==> config.mk <==
export PLATFORM = sky130hd
export DESIGN_NAME = pbc_cell
export DESIGN_NICKNAME = d
export VERILOG_FILES = /design/src/rtl/core/pairwise_box_collision_macros.svh /design/src/rtl/core/pbc_pkg.sv /design/src/rtl/core/pbc_cell.sv
export SDC_FILE = /design/constraint.sdc
export NUM_CORES = 1
export LEC_CHECK = 0
export CAP_MARGIN = 30
export CORE_ASPECT_RATIO = 0.75
export CORE_MARGIN = 3
export CORE_UTILIZATION = 45
export CTS_CLUSTER_SIZE = 24
export DETAILED_ROUTE_END_ITERATION = 10
export DONT_BUFFER_PORTS = 1
export PLACE_DENSITY = 0.71
export SYNTH_ARGS = -nofsm -noshare
export SYNTH_HDL_FRONTEND = slang
export SYNTH_SLANG_ARGS = --single-unit
==> constraint.sdc <==
create_clock -name clk_i -period 5.3 [get_ports clk_i]
set_clock_uncertainty 0.15 [all_clocks]
set_input_delay 0.795 -clock clk_i [delete_from_list [all_inputs] [get_ports clk_i]]
set_output_delay 0.795 -clock clk_i [all_outputs]
set_load 0.1 [all_outputs]
==> src/rtl/core/pairwise_box_collision_macros.svh <==
// Assertion macros for the pairwise box collision block.
`ifndef PAIRWISE_BOX_COLLISION_MACROS_SVH
`define PAIRWISE_BOX_COLLISION_MACROS_SVH

`ifndef SYNTHESIS
`define PBC_ASSERT(lbl, clk, rstn, ante, cons, msg) \
  lbl: assert property (@(posedge clk) disable iff (!rstn) (ante) |-> (cons)) \
    else $error(msg);
`define PBC_ASSERT_NEXT(lbl, clk, rstn, ante, cons, msg) \
  lbl: assert property (@(posedge clk) disable iff (!rstn) (ante) |=> (cons)) \
    else $error(msg);
`else
`define PBC_ASSERT(lbl, clk, rstn, ante, cons, msg)
`define PBC_ASSERT_NEXT(lbl, clk, rstn, ante, cons, msg)
`endif

`endif

==> src/rtl/core/pbc_pkg.sv <==
// Shared types and constants for the pairwise box collision block.
`timescale 1ns / 1ps
`default_nettype none
package pbc_pkg;

  localparam int unsigned COORD_W = 32;
  localparam int unsigned BOUND_W = COORD_W + 2;
  localparam int unsigned IDX_W   = 7;
  localparam int unsigned MASK_W  = 64;

  typedef struct packed {
    logic signed [BOUND_W-1:0] lo_x;
    logic signed [BOUND_W-1:0] hi_x;
    logic signed [BOUND_W-1:0] lo_y;
    logic signed [BOUND_W-1:0] hi_y;
    logic signed [BOUND_W-1:0] lo_z;
    logic signed [BOUND_W-1:0] hi_z;
  } box_t;

  typedef struct packed {
    logic              valid;
    logic              full;
    logic [IDX_W-1:0]  idx;
    box_t              box;
    logic [MASK_W-1:0] mask;
  } token_t;

endpackage
`default_nettype wire

==> src/rtl/core/pbc_cell.sv <==
// One stored box: overlap test against the passing entity and hand-off.
`timescale 1ns / 1ps
`default_nettype none
module pbc_cell #(
  parameter int unsigned IDX = 0
) (
  input  logic            clk_i,
  input  logic            rst_ni,
  input  logic            adv_i,
  input  pbc_pkg::token_t tok_i,
  output pbc_pkg::token_t tok_o
);
  import pbc_pkg::*;

  localparam logic [IDX_W-1:0] CELL_IDX = IDX_W'(IDX);

  box_t   box_q;
  token_t tok_q, tok_d;
  logic   hit;

  always_comb begin
    hit = (tok_i.box.lo_x <= box_q.hi_x) && (tok_i.box.hi_x >= box_q.lo_x) &&
          (tok_i.box.lo_y <= box_q.hi_y) && (tok_i.box.hi_y >= box_q.lo_y) &&
          (tok_i.box.lo_z <= box_q.hi_z) && (tok_i.box.hi_z >= box_q.lo_z);
    tok_d = tok_i;
    if (CELL_IDX < tok_i.idx && hit) begin
      tok_d.mask[IDX] = 1'b1;
    end
  end

  always_ff @(posedge clk_i or negedge rst_ni) begin
    if (!rst_ni) begin
      tok_q <= '0;
    end else if (adv_i) begin
      tok_q <= tok_d;
    end
  end

  always_ff @(posedge clk_i) begin
    if (adv_i && tok_i.valid && tok_i.idx == CELL_IDX) begin
      box_q <= tok_i.box;
    end
  end

  assign tok_o = tok_q;

endmodule
`default_nettype wire

; ---- After elaboration in Yosys (flattened, before gate mapping)
; Index checks and enable logic that the tools add are counted.
[totals]
ff_bits = 481
in_bits = 280
out_inout_bits = 277
word_cells = 33
[op_classes]
n_lt_le_gt_ge = 7
n_mux = 1
reduce_logical = 9
[op_table]
columns = operator, count
row1 = 34-bit >= comparator, 3
row2 = 34-bit <= comparator, 3
row3 = 1-bit logical AND, 8
row4 = 7-bit zero test, 1
row5 = "1-bit by 7-bit < comparator with 1-bit output, first input constant", 1
row6 = 1-bit two-way mux, 1

; ---- Depth between registers and ports, before layout
[depth]
word_depth = 8
mapped_depth = 10
depth_no_buf = 10

; ---- Least setup slack after synthesis
; Ideal clock, no wire load.
[synth_path]
path_type = input to register
start = in adv_i
end = reg box_q[0] (netlist bit), enable pin
setup_ns = 0.771
arrival_time_ns = 10.303
required_time_ns = 4.379
slack_ns = -5.924
stages = 5
n_path_buf = 3
path_cell_list = clkbuf_1 -> clkbuf_1 -> buf_1 -> nand2_1 -> nor2_1
[synth_via]
elab_chain_len = 2
[synth_rtl]
columns = item, line_no
row1 = start: declaration, pbc_cell.sv:9  ; input logic adv_i,
row2 = 1-bit logical AND (2 in a row), pbc_cell.sv:40  ; if (adv_i && tok_i.valid && tok_i.idx == CELL_IDX) begin
row3 = end signal: assignment, pbc_cell.sv:41  ; box_q <= tok_i.box;
row4 = end: declaration, pbc_cell.sv:17  ; box_t box_q;
; Every way passes these cells.
; A chain may end at the register's enable or synchronous reset.

; ---- Worst setup path in the final report
[layout_path]
start = reg box_q[41] (netlist bit)
end = reg tok_q, in the netlist tok_o[0]
[layout_via]
elab_chain_len = 4
[layout_rtl]
columns = item, line_no
row1 = 34-bit >= comparator, pbc_cell.sv:24  ; (tok_i.box.lo_z <= box_q.hi_z) && (tok_i.box.hi_z >= box_q.lo_z);
row2 = 1-bit logical AND, pbc_cell.sv:24
row3 = 1-bit logical AND, pbc_cell.sv:26  ; if (CELL_IDX < tok_i.idx && hit) begin
row4 = 1-bit two-way mux, pbc_cell.sv:26
row5 = end signal: assignment, pbc_cell.sv:35  ; tok_q <= tok_d;
row6 = end: declaration, pbc_cell.sv:18  ; token_t tok_q, tok_d;
; Every way passes these cells.

==> results.py <==
metrics = {
    "run_status": {
        "status": "finished with violations",
        "violations": "hold timing",
    },
    "floorplan": {
        "rows": 68,
        "die_x_um": 258,
        "core-area_sq_um": 46600,
        "initial_utilization": 0.461,
        "die_h_um": 195,
        "num_io_pins": 557,
        "dieArea_sq_um": 50400,
    },
    "clock_network": {
        "cts_setup_buffers": 0,
        "clkTransAtPathRegs_ps": 60,
        "clock-sinks": 481,
        "numCtsBuffers": 48,
        "cts_resized": 0,
        "clk_latency_ps": 570,
        "clockBufferDepth": 3,
        "cts_tree": "built",
        "clock-root-buffer": "clkbuf_16",
        "htreeDepth": 2,
    },
    "synthesis": {
        "synth-seq-cells": 481,
        "yosysTopAreaCell": "dfrtp_1",
        "ys_types": 44,
        "ys.flop_type": "dfrtp_1",
        "synth_seq_area_share": 0.608,
        "muxShareOfSynthArea": 0.145,
        "synth_compound_area_frac": 0.0464,
        "syn-cell-area_sq_um": 21500,
        "synthCells": 1528,
        "yosys_warnings": 0,
        "synth_top_family_by_area": "multiplexers",
        "yosys-top-cells-area": "dfrtp_1 (32%), edfxtp_1 (29%), mux2_2 (14%)",
        "synthSimpleGateAreaFrac": 0.0388,
        "syn_nets": 2012,
        "synthArstFlopShare": 0.576,
        "synth_xor_area_frac": 0.000407,
        "synth_top_area_share": 0.323,
        "synth_adder_area_share": 0.119,
        "syn_avg_cell_area_sq_um": 14.1,
        "synth_edf_count": 204,
    },
    "finish": {
        "fin_nets": 2033,
        "area_growth_pct": 10.7,
        "mostFrequentLayoutCell": "dfrtp_1",
        "layoutNonFillerInstCount": 2219,
        "regArea_sq_um": 13100,
        "drive_gt1_frac": 0.226,
        "n_fill_cell": 3944,
        "final_cell_mix": "dfrtp_1 (277), mux2_2 (275), inv_1 (216)",
        "multiInputGateArea_sq_um": 7520,
    },
    "power_and_ir_drop": {
        "switching_power_mw": 3.36,
        "power.share.switching": 0.349,
        "power_density_nw_per_um2": 405,
        "combPwrFrac": 0.043,
        "power.internal_mw": 6.27,
        "p_seq_frac": 0.607,
        "p_clk_frac": 0.349,
        "vdd_ir_drop_max_v": 0.000267,
        "leakagePower_nw": 10.3,
    },
    "setup_path": {
        "crit_chain": "inv_1, ha_1, a21o_1, a21oi_1, nor2b_1, o41ai_1, a31oi_1, o31ai_1, a211o_1, o31ai_2",
        "start_kind": "flip-flop",
        "crit_family": "compound AO/OA/AOI/OAI gates",
        "end_kind": "flip-flop",
        "crit_type": "reg2reg",
        "cpPeakStageDelay_ps": 750,
        "r2r_end": "tok_o[0]",
        "r2r_cells": 10,
        "cp_max_fo": 2,
        "reg2reg_slack_ps": 2140,
        "cp.required_ps": 5590,
        "crit_buf_inv": 1,
        "arrival_ps": 3450,
        "slowest_stage": "o31ai_1",
        "reg2reg_from": "box_q[41]",
    },
    "route": {
        "wl_per_cell_um": 23.5,
        "vias_per_cell": 5.50,
        "vias": 12196,
        "ant_nets": 0,
        "drtIter0Drc": 764,
        "drcViolationCount": 0,
        "drtPass1Iterations": 5,
        "wirelength_um": 52200,
    },
    "sta": {
        "tns_ps": 0,
        "relSlewSlack": 0.332,
        "hold-worst-slack_ps": -227,
        "slew_violations": 0,
        "min_period_ps": 3160,
        "max_clock_freq_mhz": 317,
        "rsz0062_at_grt": "no",
        "setup_viol": 0,
        "hold_viol_final": 277,
        "worst_pin_slew_ps": 1000,
        "fin_crit_sh": 0.595,
    },
    "global_route": {
        "grt_pass1_vias": 12800,
        "grt_overflow": 0,
        "grt_max_degree": 280,
        "grt_pass1_wl_um": 78500,
        "track_usage": 0.202,
        "antenna_found_initial": 4,
    },
    "flow_run": {
        "maxCapViolCount": 0,
    },
    "placed_design": {
        "place_inst": 2129,
        "post-dp-hpwl_um": 38800,
        "place.port_buffers": 0,
        "gp_congestion": 0.834,
    },
    "worst_hold_path": {
        "min_path_type": "in2async",
    },
}
[cell families (layout without fill, tap and decap cells)]
kind of cell / Yosys count / in the layout
AO/OA/AOI/OAI: 158 / 158
XOR/XNOR: 1 / 1
adder cells (fa/ha/maj): 204 / 204
buffers and inverters: 247 / 305
flip-flops: 481 / 481
multiplexers: 277 / 277
other: 0 / 3
AND/OR/NAND/NOR: 160 / 160
[area by class of cell]
class | count | share of cell area
clock buffers | 71 | 0.0607
flip-flops and latches | 481 | 0.549
multi-input cells | 800 | 0.316
repair buffers | 2 | 0.00168
diodes | 3 | 0.000316
inverters | 216 | 0.0341
well taps | 630 | 0.0331
clock inverters | 16 | 0.00510
[per-layer routing]
metal  wire (um)  share of wire  up-vias  track usage
li1            -              -     5530            -
met1       21900           0.42     6118        0.267
met2       24400           0.47      477        0.323
met3        4780          0.092       69       0.0652
met4        1100          0.021        2       0.0551
met5          20        0.00038        -            0
[state kept, by name (all words and copies together), names as in the netlist]
register	flops
box_q	204
tok_o	277
[per-stage QoR]
stage          setup slack, ps  total power, mW  cell area (sq um)   util
2_1_floorplan             67.6             6.23              21500      -
3_3_place_gp              1690             6.32              22200  0.476
3_5_place_dp              1650             6.35              22200  0.476
4_1_cts                   2060             9.73              23800  0.510
5_1_grt                   1950             9.93              23800  0.510
6_report                  2140             9.64              23800  0.510
[Yosys cell counts (2+ instances only)]
cell type  number
mux2i_1         2
nor2_1         23
o41ai_1         3
nand2b_1        3
clkbuf_1       29
buf_1           2
o21ai_0        22
a21o_1         26
edfxtp_1      204
a31oi_1         2
a21oi_2         2
o211ai_1        4
mux2_2        275
a221o_1         2
nor2b_1         2
o31ai_1         2
nor4_1          8
a2111oi_0       4
nor3_1         11
nand4_1        41
nand3_1        19
dfrtp_1       277
a21oi_1        66
and4_1          6
inv_1         216
ha_1          204
a221oi_1        6
nand2_1        41
a211oi_1       11
[how the worst max path moves through the flow]
stage / depth (start not counted) / startpoint / end / slack, ps
global placement: 9 / tok_i[71] / tok_o[0] / 1690
detailed placement: 9 / tok_i[71] / tok_o[0] / 1650
floorplan: 5 / adv_i / box_q[0] / 70
global route: 10 / box_q[41] / tok_o[0] / 1950
finish: 10 / box_q[41] / tok_o[0] / 2140
CTS: 10 / box_q[41] / tok_o[0] / 2060
[power by group through the flow]
stage,logic [mW],clock network [mW],registers (mW)
6_report,0.419,3.37,5.85
5_1_grt,0.471,3.59,5.87
4_1_cts,0.422,3.46,5.85
3_5_place_dp,0.420,0,5.93
3_3_place_gp,0.397,0,5.93
2_1_floorplan,0.385,0,5.85
No activity file was read; power rests on OpenSTA's default activity.
