$ cat config.mk
export PLATFORM = sky130hd
export DESIGN_NAME = pbc_front
export DESIGN_NICKNAME = d
export VERILOG_FILES = /design/src/rtl/core/pairwise_box_collision_macros.svh /design/src/rtl/core/pbc_pkg.sv /design/src/rtl/core/pbc_front.sv
export SDC_FILE = /design/constraint.sdc
export NUM_CORES = 1
export LEC_CHECK = 0
export BUFFER_PORTS_ARGS = -buffer_cell sky130_fd_sc_hd__buf_2
export CORE_UTILIZATION = 51
export CTS_CLUSTER_SIZE = 20
export DETAILED_ROUTE_END_ITERATION = 16
export GPL_TIMING_DRIVEN = 0
export PLACE_DENSITY = 0.79
export RECOVER_POWER = 50
export SLEW_MARGIN = 10
export SYNTH_ARGS = -nofsm -noshare
export SYNTH_HDL_FRONTEND = slang
export SYNTH_SLANG_ARGS = --single-unit
$ cat constraint.sdc
create_clock -name clk_i -period 1.3 [get_ports clk_i]
set_input_delay 0.065 -clock clk_i [delete_from_list [all_inputs] [get_ports clk_i]]
set_output_delay 0.065 -clock clk_i [all_outputs]
set_load 0.03 [all_outputs]
$ cat src/rtl/core/pairwise_box_collision_macros.svh
// Assertion macros for the pairwise box collision block.
`ifndef PAIRWISE_BOX_COLLISION_MACROS_SVH
`define PAIRWISE_BOX_COLLISION_MACROS_SVH

`ifndef SYNTHESIS
`define PBC_ASSERT(lbl, clk, rstn, ante, cons, msg) \
  lbl: assert property (@(posedge clk) disable iff (!rstn) (ante) |-> (cons)) \
    else $error(msg);
`define PBC_ASSERT_NEXT(lbl, clk, rstn, ante, cons, msg) \
  lbl: assert property (@(posedge clk) disable iff (!rstn) (ante) |=> (cons)) \
    else $error(msg);
`else
`define PBC_ASSERT(lbl, clk, rstn, ante, cons, msg)
`define PBC_ASSERT_NEXT(lbl, clk, rstn, ante, cons, msg)
`endif

`endif

$ cat src/rtl/core/pbc_pkg.sv
// Shared types and constants for the pairwise box collision block.
`timescale 1ns / 1ps
`default_nettype none
package pbc_pkg;

  localparam int unsigned COORD_W = 32;
  localparam int unsigned BOUND_W = COORD_W + 2;
  localparam int unsigned IDX_W   = 7;
  localparam int unsigned MASK_W  = 64;

  typedef struct packed {
    logic signed [BOUND_W-1:0] lo_x;
    logic signed [BOUND_W-1:0] hi_x;
    logic signed [BOUND_W-1:0] lo_y;
    logic signed [BOUND_W-1:0] hi_y;
    logic signed [BOUND_W-1:0] lo_z;
    logic signed [BOUND_W-1:0] hi_z;
  } box_t;

  typedef struct packed {
    logic              valid;
    logic              full;
    logic [IDX_W-1:0]  idx;
    box_t              box;
    logic [MASK_W-1:0] mask;
  } token_t;

endpackage
`default_nettype wire

$ cat src/rtl/core/pbc_front.sv
// Entry stage: entity counter and doubled box bounds.
`timescale 1ns / 1ps
`default_nettype none
module pbc_front #(
  parameter int unsigned MAX_ENTITIES = 64
) (
  input  logic                              clk_i,
  input  logic                              rst_ni,
  input  logic                              adv_i,
  input  logic                              take_i,
  input  logic                              start_set_i,
  input  logic signed [pbc_pkg::COORD_W-1:0] center_x_i,
  input  logic signed [pbc_pkg::COORD_W-1:0] center_y_i,
  input  logic signed [pbc_pkg::COORD_W-1:0] center_z_i,
  input  logic signed [pbc_pkg::COORD_W-1:0] size_x_i,
  input  logic signed [pbc_pkg::COORD_W-1:0] size_y_i,
  input  logic signed [pbc_pkg::COORD_W-1:0] size_z_i,
  output pbc_pkg::token_t                    tok_o
);
  import pbc_pkg::*;

  localparam logic [IDX_W-1:0] MAX_IDX = IDX_W'(MAX_ENTITIES);

  logic [IDX_W-1:0] count_q, count_d;
  logic [IDX_W-1:0] base;
  logic             full;
  token_t           tok_q, tok_d;

  function automatic logic signed [BOUND_W-1:0] abs_ext(logic signed [COORD_W-1:0] s);
    logic signed [BOUND_W-1:0] s_ext;
    s_ext = {{2{s[COORD_W-1]}}, s};
    return s[COORD_W-1] ? -s_ext : s_ext;
  endfunction

  function automatic logic signed [BOUND_W-1:0] dbl(logic signed [COORD_W-1:0] c);
    return {c[COORD_W-1], c, 1'b0};
  endfunction

  always_comb begin
    base  = start_set_i ? '0 : count_q;
    full  = (base >= MAX_IDX);
    count_d = count_q;
    if (take_i && !full) begin
      count_d = base + IDX_W'(1);
    end else if (take_i) begin
      count_d = base;
    end
    tok_d.valid    = take_i;
    tok_d.full     = full;
    tok_d.idx      = base;
    tok_d.mask     = '0;
    tok_d.box.lo_x = dbl(center_x_i) - abs_ext(size_x_i);
    tok_d.box.hi_x = dbl(center_x_i) + abs_ext(size_x_i);
    tok_d.box.lo_y = dbl(center_y_i) - abs_ext(size_y_i);
    tok_d.box.hi_y = dbl(center_y_i) + abs_ext(size_y_i);
    tok_d.box.lo_z = dbl(center_z_i) - abs_ext(size_z_i);
    tok_d.box.hi_z = dbl(center_z_i) + abs_ext(size_z_i);
  end

  always_ff @(posedge clk_i or negedge rst_ni) begin
    if (!rst_ni) begin
      count_q <= '0;
      tok_q   <= '0;
    end else if (adv_i) begin
      count_q <= count_d;
      tok_q   <= tok_d;
    end
  end

  assign tok_o = tok_q;

endmodule
`default_nettype wire

# Word level (Yosys, flattened, before mapping)
# Cells that the tools add are included.
# totals
register_bits,220
inputBits,197
output_inout_bits,277
word_cells,31
# classes
add_sub_neg,10
magnitude_cmp,1
mux,6
n_reduce_logical,4
# ops
operator,n
adder 33 x 34 -> 34 bit,3
two-way mux 34 bit,3
negation 32 -> 34 bit,3
subtractor 33 x 34 -> 34 bit,3
two-way mux 7 bit,3
"adder 7 x 1 -> 7 bit, second input constant",1
"greater-or-equal comparator 7 bit, second input constant",1
AND reduction 2 bit,1
nonzero test 2 bit,1
logical AND 1 bit,1
zero test 1 bit,1

# Depth between registers and ports, before layout
# Gate-level depths: netlist of the first run.
# logic_depth
depth_word,6
depth_mapped,20
ltp_nobuf,19

# Worst setup path after synthesis of the first run
# No wires, ideal clock.
# synth_path
path_kind,input-to-reg
startpoint,input size_y_i[13] (netlist name)
endpoint,register tok_q (netlist bit tok_o[199])
setup_ns,0.087
arrival_ns,4.272
required_time_ns,1.213
path_slack_ns,-3.059
path_stages,16
path_buffers,1
path_cell_list,or4_4 > or3_1 > or2_4 > nor4b_2 > nand3_1 > or3_1 > or4_4 > o21ai_1 > xnor2_1 > ha_1 > clkbuf_1 > nor2_1 > or4b_2 > o221ai_1 > nand4_1 > o211ai_1
# synth_between
elab_chain_len,3
# synth_lines
item,line_no,source
start: declaration,pbc_front.sv:16,"input logic signed [pbc_pkg::COORD_W-1:0] size_y_i,"
negation 32 -> 34 bit,pbc_front.sv:32,return s[COORD_W-1] ? -s_ext : s_ext;
two-way mux 34 bit (*),pbc_front.sv:32,
subtractor 33 x 34 -> 34 bit (*),pbc_front.sv:54,tok_d.box.lo_y = dbl(center_y_i) - abs_ext(size_y_i);
end signal: assignment,pbc_front.sv:66,tok_q <= tok_d;
end: declaration,pbc_front.sv:27,"token_t tok_q, tok_d;"
# Mark *: on every way between the ends. The rest lies on a longest branch, timed or not.
# A chain may end at the register's enable or synchronous reset.

# Final worst setup path of the first run
# layout_path
startpoint,input size_y_i[13] (netlist name)
endpoint,register tok_q (netlist bit tok_o[165])
# layout_between
elab_chain_len,3
# layout_lines
item,line_no,source
negation 32 -> 34 bit,pbc_front.sv:32,
two-way mux 34 bit (*),pbc_front.sv:32,
adder 33 x 34 -> 34 bit (*),pbc_front.sv:55,tok_d.box.hi_y = dbl(center_y_i) + abs_ext(size_y_i);
# Marks and branches as above.

==> impl_metrics.py, run 1 <==
metrics = {
    "worst_setup_path": {
        "critPathCaptureType": "flop",
        "crit_slowest_cell": "or4_4",
        "worst-path-buf-inv": 1,
        "path_delay_family": "simple AND/OR/NAND/NOR gates",
        "crit_chain": "buf_6 > or4_4 > or3_4 > or2_4 > nor4b_4 > nand2_2 > or3_4 > or4_4 > o31ai_4 > xnor2_1 > ha_2 > a21oi_2 > o21ai_1 > a21o_1 > a21oi_2 > a311oi_2 > nor3_1 > o31ai_1",
        "cp_max_fo": 4,
        "start_kind": "input port",
        "worstSetupPathType": "in2reg",
        "required_ps": 1790,
        "cp_slowest_stage_delay_ps": 540,
        "crit_arrival_ps": 4620,
    },
    "global_routing": {
        "grt_max_degree": 111,
        "grt_pass1_wl_um": 123000,
        "grt_usage_pct": 37.2,
        "antenna_found_initial": 17,
        "grt_pass1_vias": 22388,
        "overflow": 0,
    },
    "detailed_routing": {
        "top_layer": "met5",
        "drt_first_pass_iters": 9,
        "initialDrtViolationCount": 2492,
        "vias_per_cell": 6.24,
        "met3WireLength_um": 9530,
        "drcViolationCount": 0,
        "drt_wl_total_um": 96500,
        "ant_nets": 0,
        "wl_met2_um": 44700,
        "vias": 24692,
        "wirelength_met1_um": 35000,
        "post_drt_wl_per_cell_um": 24.4,
    },
    "yosys": {
        "synth_seq_area_share_pct": 25.9,
        "synth.most_common_cell": "a21oi_1",
        "synthCells": 2580,
        "synth_top_family_by_area": "compound AO/OA/AOI/OAI gates",
        "syn_area_sq_um": 21000,
        "synth_xor_area_share_pct": 10.3,
        "synth_area_leader_cell": "dfrtp_1",
        "synth_warnings": 0,
        "synth_edf_count": 0,
        "yosys-mux-area-fraction_pct": 4.32,
        "yosys_register_bits": 217,
        "synth_flop_cell": "dfrtp_1",
        "yosys.area_share.simple_pct": 15.6,
        "syn_avg_cell_area_sq_um": 8.13,
        "synth_compound_area_share_pct": 22.8,
        "synth_fa_ha_area_share_pct": 12.6,
        "synth.area.top_cells": "dfrtp_1 26%, ha_1 12%, xnor2_1 8.5%",
        "synth_common_cells": "264 x a21oi_1, 260 x nor2_1, 217 x dfrtp_1",
        "synth_top_area_share_pct": 25.9,
        "synth_cell_types": 78,
        "async_reset_ff_share_pct": 100,
    },
    "sta": {
        "tightestPinTransition_ps": 1030,
        "finalWorstSetupSlack_ps": -2830,
        "hold_viol_final": 5,
        "slew_viol_final": 0,
        "fin_hold_ws_ps": -82.2,
        "slew_headroom_pct": 31.3,
        "skew_ps": 4.29,
        "fin_crit_sh_pct": 318,
        "finalSetupViolations": 197,
        "fmax_ghz": 0.242,
        "finalCriticalPeriod_ps": 4130,
        "rsz0062_at_grt": "true",
    },
    "floorplanning": {
        "die_width_um": 205,
        "die-area_sq_um": 42000,
        "die_h_um": 205,
        "ios": 474,
        "core_sq_um": 40200,
        "num_rows": 73,
        "initial_core_util_pct": 52.2,
    },
    "power": {
        "peakVddDrop_v": 0.00124,
        "power_leakage_nw": 15.2,
        "p_per_area_nw_per_um2": 1320,
    },
    "clock_tree": {
        "cts_htree_levels": 1,
        "tritoncts": "yes",
        "clock_path_buffers": 3,
        "clockRootBuffer": "clkbuf_16",
        "clock_latency_ps": 590,
        "numClockSinks": 217,
        "clk_pin_slew_ps": 60,
        "cts_inserted_buffers": 28,
    },
    "layout": {
        "n_fill_cell": 2202,
        "area_growth_pct": 61.2,
        "final_util_pct": 84.2,
        "drive_above_1_share_pct": 50.8,
        "final_cell_area_sq_um": 33800,
        "final_nets": 3801,
    },
    "status": {
        "violations": "hold timing, setup timing",
        "outcome": "finished with violations",
    },
    "placed_design": {
        "io_buffer_count": 407,
        "dpl.hpwl_um": 60600,
        "gp_congestion": 0.987,
        "place_area_sq_um": 26100,
    },
    "hold_path": {
        "min_path_type": "in2reg",
    },
    "job": {
        "maxCapViolations": 0,
    },
}
## registers in the layout (all words and copies together), names as in the netlist
signal,cells
tok_o,210
count_q,7
## final cells by class
| type | count | area (sq um) | area share [%] |
|---|---|---|---|
| well taps | 525 | 657 | 1.94 |
| repair buffers | 733 | 5100 | 15.1 |
| clock inverters | 15 | 199 | 0.588 |
| inverters | 211 | 960 | 2.84 |
| multi-input cells | 2030 | 19200 | 56.8 |
| diodes | 12 | 30.0 | 0.0888 |
| plain buffers | 176 | 1490 | 4.39 |
| flip-flops and latches | 217 | 5430 | 16.1 |
| clock buffers | 37 | 764 | 2.26 |
## cell usage in the layout (no fill, tap or decap), drive strengths merged, types with 11 or more instances in the layout
cell,netlist,layout
nor2,260,260
clkinv,4,11
or4,17,17
nand2,140,140
or3,19,19
a31oi,26,26
nand3,45,45
a221oi,11,11
nand4,17,17
dlygate4sd3,0,13
clkbuf,117,115
inv,207,205
o21a,25,25
a21oi,264,264
mux2,77,77
nand2b,19,19
a211oi,17,17
o31ai,35,35
o21ai,114,114
xnor2,203,203
a21o,47,47
o211ai,27,27
dfrtp,217,217
ha,201,201
diode,0,12
conb,2,73
xor2,45,45
nor4,28,28
nor2b,30,30
nor3,47,47
o31a,16,16
buf,76,818
o21bai,47,47
o41ai,14,14
## per-layer routing
metal  up-vias  track usage (%)
li1      10570                -
met1     11946             47.1
met2      1624             60.9
met3       540             7.41
met4        12             17.4
met5         -                0
## power by group
part | switching (W) | internal, W
Sequential | 0.00126 | 0.00862
Combinational | 0.0159 | 0.0106
Clock | 0.00349 | 0.00494
## worst paths after layout
kind                                from    endpoint  slack (ps)  depth (start not counted)
setup / recovery            size_y_i[13]  tok_o[165]       -2830                         18
hold / removal             center_y_i[0]  tok_o[133]         -80                          3
setup reg to reg              count_q[6]  count_q[5]        -150                          5
hold reg to reg               tok_o[133]  tok_o[133]         500                          2
max in group asynchronous         rst_ni  tok_o[107]          80                          3
min in group asynchronous         rst_ni  tok_o[239]         420                          3
## tightest hold or removal path: stages
cell and delay [ps]:
buf_2 130, ha_1 170, o21ai_0 80
## timing repair
action	CTS	global route
resized for setup	311	646
setup buffers	128	195
cloned	0	1
pin swaps	167	350
setup endpoints to repair	213	226
hold buffers	11	2
hold endpoints to repair	245	6
## kinds of logic (layout without fill, tap and decap cells)
| logic type | Yosys count | after routing |
|---|---|---|
| multiplexers | 81 | 81 |
| AND/OR/NAND/NOR | 684 | 684 |
| adder cells (fa/ha/maj) | 207 | 207 |
| flip-flops | 217 | 217 |
| XOR/XNOR | 248 | 248 |
| buffers and inverters | 404 | 1172 |
| other | 2 | 85 |
| AO/OA/AOI/OAI | 737 | 737 |
## per-stage QoR
step	total power [W]	setup TNS, ps	setup WS (ps)	instances
2_1_floorplan	0.0237	-295920	-2920	2651
3_3_place_gp	0.0291	-1208040	-3620	3583
3_5_place_dp	0.0295	-439400	-3610	3585
4_1_cts	0.0398	-288740	-2710	3769
5_1_grt	0.0463	-326100	-2890	3952
6_report	0.0448	-311480	-2830	3956
Power figures use the tool's default switching activity.
==> run 2, diff against run 1 <==
--- a/config.mk
+++ b/config.mk
@@ -6,11 +6,11 @@
 export NUM_CORES = 1
 export LEC_CHECK = 0
 export BUFFER_PORTS_ARGS = -buffer_cell sky130_fd_sc_hd__buf_2
-export CORE_UTILIZATION = 51
+export CORE_UTILIZATION = 52
 export CTS_CLUSTER_SIZE = 20
 export DETAILED_ROUTE_END_ITERATION = 16
 export GPL_TIMING_DRIVEN = 0
-export PLACE_DENSITY = 0.79
+export PLACE_DENSITY = 0.77
 export RECOVER_POWER = 50
 export SLEW_MARGIN = 10
 export SYNTH_ARGS = -nofsm -noshare
==> constraint.sdc (replaced) <==
create_clock -name clk_i -period 5.3 [get_ports clk_i]
set_input_delay 0.265 -clock clk_i [delete_from_list [all_inputs] [get_ports clk_i]]
set_output_delay 0.265 -clock clk_i [all_outputs]
set_load 0.03 [all_outputs]
==> impl_metrics.py, run 2 (synthesis gave the netlist of run 1 again) <==
metrics = {
    "power": {
        "power_leakage_nw": 11.4,
        "p_per_area_nw_per_um2": 353,
        "peakVddDrop_v": 0.000280,
        "total_power_w": 0.00879,
    },
    "worst_setup_path": {
        "r2r_slack_ps": 3760,
        "crit_arrival_ps": 5750,
        "rr_startpoint": "count_q[6]",
        "cp_max_fo": 10,
        "endpoint": "tok_o[265]",
        "cp_slowest_stage_delay_ps": 650,
        "required_ps": 5750,
        "worstSetupPathType": "in2reg",
        "start_kind": "input port",
        "rr_worst_depth": 5,
        "r2r_end": "count_q[5]",
        "crit_chain": "buf_2 > or2_2 > or4_1 > or2_2 > nor2_1 > nand2_1 > o31a_1 > xor2_1 > ha_1 > clkbuf_1 > or4_1 > nor4b_1 > o211ai_1 > a31oi_1 > a211oi_1 > xnor2_1 > mux2_2",
        "crit_slowest_cell": "nor4b_1",
        "critical_path.startpoint": "size_x_i[0]",
        "critPathCaptureType": "flop",
    },
    "floorplanning": {
        "num_rows": 73,
        "die_h_um": 203,
        "die-area_sq_um": 41200,
        "die_width_um": 203,
        "ios": 474,
        "core_sq_um": 39700,
        "initial_core_util_pct": 52.8,
    },
    "status": {
        "violations": "capacitance limit, slew limit, setup timing",
        "outcome": "finished with violations",
    },
    "detailed_routing": {
        "drcViolationCount": 0,
        "drt_first_pass_iters": 5,
        "vias": 21201,
        "ant_nets": 0,
        "vias_per_cell": 5.81,
        "post_drt_wl_per_cell_um": 20.0,
        "initialDrtViolationCount": 1640,
        "drt_wl_total_um": 72900,
    },
    "layout": {
        "final_common_cell": "buf_2",
        "final_nets": 3495,
        "n_fill_cell": 3631,
        "final_cell_mix": "302 x buf_2, 264 x a21oi_1, 260 x nor2_1, 222 x clkbuf_1, 217 x dfrtp_1",
        "multi_input_area_sq_um": 14100,
        "largest_reg_flops": 210,
        "area_growth_pct": 18.5,
        "drive_above_1_share_pct": 17.1,
        "regArea_sq_um": 5430,
    },
    "clock_tree": {
        "clock_path_buffers": 3,
        "post-cts-setup-buffers": 0,
        "cts_inserted_buffers": 27,
        "clockRootBuffer": "clkbuf_16",
        "clk_pin_slew_ps": 60,
        "cts_htree_levels": 1,
        "numClockSinks": 217,
        "tritoncts": "yes",
        "clock_latency_ps": 580,
    },
    "global_routing": {
        "grt_usage_pct": 34.5,
        "grt_pass1_wl_um": 113000,
        "grt_max_degree": 109,
        "grt_pass1_vias": 20510,
        "overflow": 0,
        "antenna_found_initial": 12,
    },
    "hold_path": {
        "min_path_type": "in2reg",
    },
    "sta": {
        "setup_tns_ps": -2.46,
        "hold_viol_final": 0,
        "fmax_ghz": 0.189,
        "slew_headroom_pct": -85.6,
        "finalWorstSetupSlack_ps": -2.46,
        "finalCriticalPeriod_ps": 5300,
        "finalSetupViolations": 1,
        "fin_crit_sh_pct": 100,
        "slew_viol_final": 209,
        "skew_ps": 2.54,
        "tightestPinTransition_ps": 2780,
    },
    "job": {
        "maxCapViolations": 2,
    },
    "placed_design": {
        "pre_cts_ws_ps": -897,
        "io_buffer_count": 407,
        "gp_congestion": 1.00,
        "dpl.hpwl_um": 58300,
    },
}
==> run 2: report_power, final <==
part / switching, W / leakage, nW / total [W] / internal (W)
clock: 0.000826 / 0.474 / 0.00203 / 0.00120
combinational: 0.00295 / 8.40 / 0.00438 / 0.00142
sequential: 0.000273 / 2.53 / 0.00239 / 0.00211
==> run 2: per-stage QoR <==
stage	cells	instance area, sq um	utilization [%]	hold slack, ps
2_1_floorplan	2651	21300	-	-30.6
3_3_place_gp	3583	23900	60.3	460
3_5_place_dp	3585	24000	60.4	81.9
4_1_cts	3637	25000	62.9	11.2
5_1_grt	3643	24900	62.6	33.7
6_report	3647	24900	62.6	37.4
==> run 2: per-layer routing <==
layer / part of all wire (%) / vias up / track usage [%] / wire (um)
met2: 45 / 883 / 55.5 / 33200
met4: 4.1 / 6 / 14.4 / 3010
met5: 0.040 / - / 0 / 29
li1: - / 9971 / - / -
met1: 43 / 10185 / 45.7 / 31300
met3: 7.5 / 156 / 5.71 / 5440
==> run 2: critical path, delay by kind of cell <==
kind                     cells  cell delay (ps)
buffers and inverters        2              370
AO/OA/AOI/OAI                4             1330
multiplexers                 1              300
AND/OR/NAND/NOR              7             2750
adder cells (fa/ha/maj)      1              270
XOR/XNOR                     2              440
==> run 2: timing repair <==
item                                   CTS  global route
endpoints found under the hold margin  219             0
setup endpoints to repair                4             7
pin swaps                                0             0
hold buffers                             2             0
resized for setup                        2             4
==> run 2: worst min path at each step <==
| stage | startpoint | end | slack (ps) | cells after the start |
|---|---|---|---|---|
| 2_1_floorplan | rst_ni | count_q[0] | -30 | 0 |
| 5_1_grt | size_x_i[0] | tok_o[200] | 30 | 2 |
| 3_3_place_gp | tok_o[165] | tok_o[165] | 460 | 2 |
| 3_5_place_dp | rst_ni | tok_o[246] | 80 | 1 |
| 6_report | size_x_i[0] | tok_o[200] | 40 | 2 |
| 4_1_cts | size_x_i[0] | tok_o[200] | 10 | 2 |
==> run 2: final cells by class <==
cell class,instances,area share (%)
multi-input combinational,2030,56.6
sequential,217,21.8
timing repair buffer,411,7.78
buffer,193,3.92
inverter,211,3.18
clock buffer,31,2.94
tap,525,2.64
clock inverter,19,0.966
antenna,10,0.101
